## src/design/sfd_pkg.sv

```systemverilog
`timescale 1ns / 1ps
// ----------------------------------------------------------------------------
// sfd_pkg
// shared constants, register map and pipeline control types for the stereo
// feedback delay core
// ----------------------------------------------------------------------------
package sfd_pkg;

  // default sizing
  localparam int SFD_LINE_DEPTH  = 131072;
  localparam int SFD_SAMPLE_BITS = 24;

  // register field widths
  localparam int DLY_W  = 17;
  localparam int GAIN_W = 16;

  // apb port
  localparam int APB_AW = 4;
  localparam int APB_DW = 32;

  // q1.15 gain arithmetic
  localparam int Q_SHIFT  = 15;
  localparam int RND_HALF = 16384;

  // register reset values
  localparam logic [DLY_W-1:0]  DELAY_RST = 17'd24000;
  localparam logic [GAIN_W-1:0] FB_RST    = 16'd16384;
  localparam logic [GAIN_W-1:0] DRY_RST   = 16'd32768;
  localparam logic [GAIN_W-1:0] WET_RST   = 16'd16384;

  // register map, word index of paddr
  typedef enum logic [1:0] {
    REG_DELAY = 2'd0,
    REG_FB    = 2'd1,
    REG_DRY   = 2'd2,
    REG_WET   = 2'd3
  } reg_idx_t;

  // pipeline control handed from the top level to each channel
  typedef struct packed {
    logic accept;    // word taken into stage 1, delay line read issued
    logic s1_go;     // stage 1 moves on, delay line written
    logic s2_go;     // stage 2 moves into the output register
    logic fwd_self;  // zero delay: tap is the word just taken
    logic fwd_prev;  // tap is the slot written by the previous word
    logic filled;    // tap slot has been written since reset
  } sfd_ctl_t;

endpackage

```

## src/design/sfd_cfg.sv

```systemverilog
`timescale 1ns / 1ps
// ----------------------------------------------------------------------------
// sfd_cfg
// apb register file plus a two stage reduction of the delay register
// modulo the line depth
// ----------------------------------------------------------------------------
module sfd_cfg import sfd_pkg::*; #(
  parameter  int LINE_DEPTH = SFD_LINE_DEPTH,
  localparam int AW         = $clog2(LINE_DEPTH)
) (
  input  logic              clk,
  input  logic              rst_n,
  input  logic              psel,
  input  logic              penable,
  input  logic              pwrite,
  input  logic [APB_AW-1:0] paddr,
  input  logic [APB_DW-1:0] pwdata,
  output logic [APB_DW-1:0] prdata,
  output logic [AW-1:0]     delay_mod,
  output logic [GAIN_W-1:0] fb_gain,
  output logic [GAIN_W-1:0] dry_gain,
  output logic [GAIN_W-1:0] wet_gain,
  output logic              busy
);

  // reciprocal for d mod LINE_DEPTH: q estimate is exact or one low
  localparam int MOD_SH = DLY_W + AW;
  localparam int MUL_W  = DLY_W + 2;
  localparam int PRD_W  = DLY_W + MUL_W;
  localparam int MW     = ((AW > DLY_W) ? AW : DLY_W) + 1;
  localparam logic [MUL_W-1:0] MOD_MUL = MUL_W'((64'd1 << MOD_SH) / LINE_DEPTH);
  localparam logic [MW-1:0]    DEPTH_M = MW'(LINE_DEPTH);

  logic [DLY_W-1:0]  delay_r;
  logic [GAIN_W-1:0] fb_r;
  logic [GAIN_W-1:0] dry_r;
  logic [GAIN_W-1:0] wet_r;
  logic [1:0]        settle_r;
  logic [PRD_W-1:0]  prod_r;
  logic [AW-1:0]     mod_r;

  logic     wr_en;
  reg_idx_t idx;
  logic [MW-1:0] quot;
  logic [MW-1:0] qd;
  logic [MW-1:0] rem;
  logic [MW-1:0] rem_c;

  assign wr_en = psel & penable & pwrite;
  assign idx   = reg_idx_t'(paddr[APB_AW-1:2]);

  always_ff @(posedge clk) begin
    if (!rst_n) begin
      delay_r  <= DELAY_RST;
      fb_r     <= FB_RST;
      dry_r    <= DRY_RST;
      wet_r    <= WET_RST;
      settle_r <= 2'b11;
    end else begin
      settle_r <= settle_r >> 1;
      if (wr_en) begin
        unique case (idx)
          REG_DELAY: begin
            delay_r  <= pwdata[DLY_W-1:0];
            settle_r <= 2'b11;
          end
          REG_FB:  fb_r  <= pwdata[GAIN_W-1:0];
          REG_DRY: dry_r <= pwdata[GAIN_W-1:0];
          REG_WET: wet_r <= pwdata[GAIN_W-1:0];
          default: ;
        endcase
      end
    end
  end

  always_comb begin
    unique case (idx)
      REG_DELAY: prdata = APB_DW'(delay_r);
      REG_FB:    prdata = APB_DW'(fb_r);
      REG_DRY:   prdata = APB_DW'(dry_r);
      REG_WET:   prdata = APB_DW'(wet_r);
      default:   prdata = '0;
    endcase
  end

  // remainder with one correction step
  assign quot  = MW'(prod_r >> MOD_SH);
  assign qd    = quot * DEPTH_M;
  assign rem   = MW'(delay_r) - qd;
  assign rem_c = (rem >= DEPTH_M) ? (rem - DEPTH_M) : rem;

  always_ff @(posedge clk) begin
    prod_r <= PRD_W'(delay_r) * PRD_W'(MOD_MUL);
    mod_r  <= rem_c[AW-1:0];
  end

  assign delay_mod = mod_r;
  assign fb_gain   = fb_r;
  assign dry_gain  = dry_r;
  assign wet_gain  = wet_r;
  assign busy      = |settle_r;

endmodule

```

## config.mk

```make
export PLATFORM = sky130hd
export DESIGN_NAME = sfd_cfg
export DESIGN_NICKNAME = d
export VERILOG_FILES = /design/src/design/sfd_pkg.sv /design/src/design/sfd_cfg.sv
export SDC_FILE = /design/constraint.sdc
export NUM_CORES = 1
export LEC_CHECK = 0
export BUFFER_PORTS_ARGS = -buffer_cell sky130_fd_sc_hd__buf_4
export CORE_AREA = 2 2 93 95
export CTS_CLUSTER_SIZE = 24
export DETAILED_ROUTE_END_ITERATION = 8
export DIE_AREA = 0 0 95 97
export PLACE_DENSITY = 0.74
export SYNTH_ARGS = -nofsm -noshare
export SYNTH_HDL_FRONTEND = slang
export SYNTH_SLANG_ARGS = --single-unit
```

## constraint.sdc

```tcl
create_clock -name clk -period 0.9 [get_ports clk]
set_clock_uncertainty 0.05 [all_clocks]
set_input_delay 0.045 -clock clk [delete_from_list [all_inputs] [get_ports clk]]
set_output_delay 0.045 -clock clk [all_outputs]
set_load 0.02 [all_outputs]
```

==> results.md <==
- H-tree depth: 3
- RSZ-0062 raised after global routing: yes
- Core Util, Final: 0.743
- Count of final setup violators: 73
- Total power: 7510 µW
- Global Route Usage Sum: 0.229
- Clk_lat worst skew: 0.35 ns
- I/O pin count: 139
- First-pass GRT wire length: 16.1 mm
- Iter 0 DRT Violations: 138
- Failing checks: setup timing
- # DRC: 0
- Vias in the first global route: 3118
- Crit path buffers/inverters: 1
- Seq/Total Area, Yosys: 0.490
- Critical Path RT: 0.81 ns
- Area delta synth->final: 76.2%
- Tmin final: 1.43 ns
- Critical path capture point type: output pin
- R2r startpoint: settle_r[1]
- Largest net degree at the start of global routing: 32
- Synth Instances: 304
- Clock sink total: 84
- Cell area after synthesis: 3430 µm²
- Endpoint, Worst Hold: dry_gain[5]
- Hpwl dp: 6.65 mm
- Fin cells: 636
- Hold Path Origin: pwdata[5]
- Yosys reg bits: 84
- Initial Util: 0.422
- Top_reg_cell synth: dfxtp_1
- Antenna violations before repair: 0
- Crit path largest cell delay: 0.50 ns
- Clock transition at path regs: 0.09 ns
- # rows: 33
- Drt total wl: 11.0 mm
- CP Launch Type: flip-flop
- Worst Hold Depth: 3
- Synth cell types: 24
- Cell at the slowest stage of the critical path: mux4_2
- Hold Fails Final Rpt: 0
- DRT Pass-1 Iters: 4
- Clk root buf: clkbuf_8
- Diodes inserted: 0
- Total gr overflow: 0
- Ys async rst share: 0
- Fmax: 0.698 GHz
- Worst Setup Slack, final: -0.533 ns
- Syn Area/Cell: 11.3 µm²
- Min-Delay Path Class: in2reg
- Core Region: 8130 µm²
- Nets: 567
- Footprint of the multi-input gates: 1570 µm²
- Vias: 3119
- Top delay family on crit path: multiplexers
- Fill cells: 503
- Status: finished with violations
- Critical path data arrival time: 1.34 ns
- Share of cells above drive strength 1: 0.640
- Worst R2R Path Depth: 2
- WL/cell: 17.3 µm
- Die Span X: 95 µm
- Port-buffer cells: 106
- Height of the chip: 97 µm
- Pwr/cell area: 1240 nW/µm²
- EDFF count, synth: 0
- CP Max Fanout: 2
- DRT antenna net count: 0
- P_leak: 0.00274 µW
- Reg2Reg Capture Point: settle_r[0]
- Type of the worst setup path: reg2out
- Die Area: 9220 µm²
- Yosys warnings: 0
- Via density: 4.90
- Worst VDD drop: 0.919 mV
- CP cell instances: mux4_2, buf_6
- Reg area: 1770 µm²
- CTS buffer count: 9
- Setup TNS Final: -14.49 ns
- Clk buf depth: 2
- Final Hold Slack: 0.0215 ns
- RD Place Congestion: 0.783
- CTS tree: yes
- Placed Instances: 574
- R2R setup slack: -0.07 ns
- Final clock period utilization by the worst path: 1.59
- Max-cap violations: 0
- Final slew viol count: 0
- Crit path from: wet_gain[10]
==> state kept, by name (all words and copies together), names as in the netlist <==
name,cells
delay_mod,17
fb_gain,16
settle_r,2
dry_gain,16
delay_r,17
wet_gain,16
==> timing repair <==
action                                  in CTS  in global routing
hold buffers                                16                  0
buffers inserted                            11                 39
hold endpoints to repair                    46                  0
resized for setup                          149                 45
endpoints found under the setup margin      90                 89
pin swaps                                    3                  1
==> synthesized netlist by cell type (all sizes together), types with 2 or more instances <==
master	n	area, µm²
a21oi	2	10.0
buf	33	279
clkbuf	3	11.3
dfxtp	84	1680
inv	6	22.5
mux2i	58	581
mux4	16	360
nand2	72	270
nand2b	2	12.5
nand3	8	52.6
nor2b	5	31.3
nor3b	2	25.0
o211ai	6	45.0
==> where the power goes <==
part	total (µW)	internal (µW)	switching [µW]	leakage, µW
combinational	1030	515	512	0.00194
sequential	3810	3780	35.8	0.000703
clock	2670	1270	1400	0.000103
total	7510	5570	1940	0.00274
==> cells in the final DEF, fill, tap and decap left out, types with 2 or more instances in the layout <==
| master | synthesis | layout |
|---|---|---|
| buf_4 | 16 | 74 |
| conb_1 | 1 | 15 |
| clkinv_2 | 0 | 4 |
| mux4_2 | 16 | 16 |
| clkinv_4 | 0 | 2 |
| dlygate4sd3_1 | 0 | 16 |
| nand2_1 | 72 | 68 |
| clkbuf_8 | 0 | 9 |
| buf_6 | 7 | 139 |
| nand3_4 | 1 | 2 |
| nor3b_4 | 0 | 2 |
| nand3_1 | 7 | 6 |
| nand2_2 | 0 | 4 |
| dfxtp_2 | 0 | 72 |
| mux2i_1 | 58 | 57 |
| buf_12 | 0 | 3 |
| dfxtp_1 | 84 | 12 |
| o211ai_1 | 6 | 6 |
| nor2b_1 | 5 | 3 |
| inv_1 | 6 | 6 |
==> how the worst max path moves through the flow <==
stage	to	slack (ns)	cells after the start
finish	prdata[10]	-0.53	2
global route	prdata[13]	-0.55	2
CTS	prdata[10]	-0.53	2
detailed placement	fb_gain[4]	-0.42	4
global placement	fb_gain[5]	-0.39	4
floorplan	prdata[14]	-0.08	1
==> cell type report <==
cell class	count	area share
clock inverter	7	0.0112
tap	105	0.0217
inverter	6	0.00373
multi-input combinational	192	0.260
sequential	84	0.293
clock buffer	9	0.0205
timing repair buffer	233	0.390
==> metrics by stage <==
step	instance area (µm²)	setup slack [ns]
after floorplan	3590	-0.0781
after global placement	4870	-0.388
after detailed placement	4870	-0.421
after CTS	5800	-0.525
after global routing	6040	-0.551
final	6040	-0.533
==> kinds of logic (layout without fill, tap and decap cells) <==
family,after synthesis,in the layout,synth area share
AO/OA/AOI/OAI,8,8,0.0161
buffers and inverters,42,255,0.0912
flip-flops,84,84,0.490
multiplexers,74,74,0.274
other,1,15,0.00109
AND/OR/NAND/NOR,95,95,0.127
==> layer usage <==
layer  track usage  routed length [µm]  share of wire
met1         0.270                4030           0.37
met2         0.413                6050           0.55
met4        0.0903                 324          0.029
met3        0.0273                 590          0.054
met5             0                   0              0
==> worst min-delay path, cell delays in order <==
cell and delay, ns:
buf_4 0.08, nand2_1 0.11, mux2i_1 0.14
No activity file was read; power rests on OpenSTA's default activity.
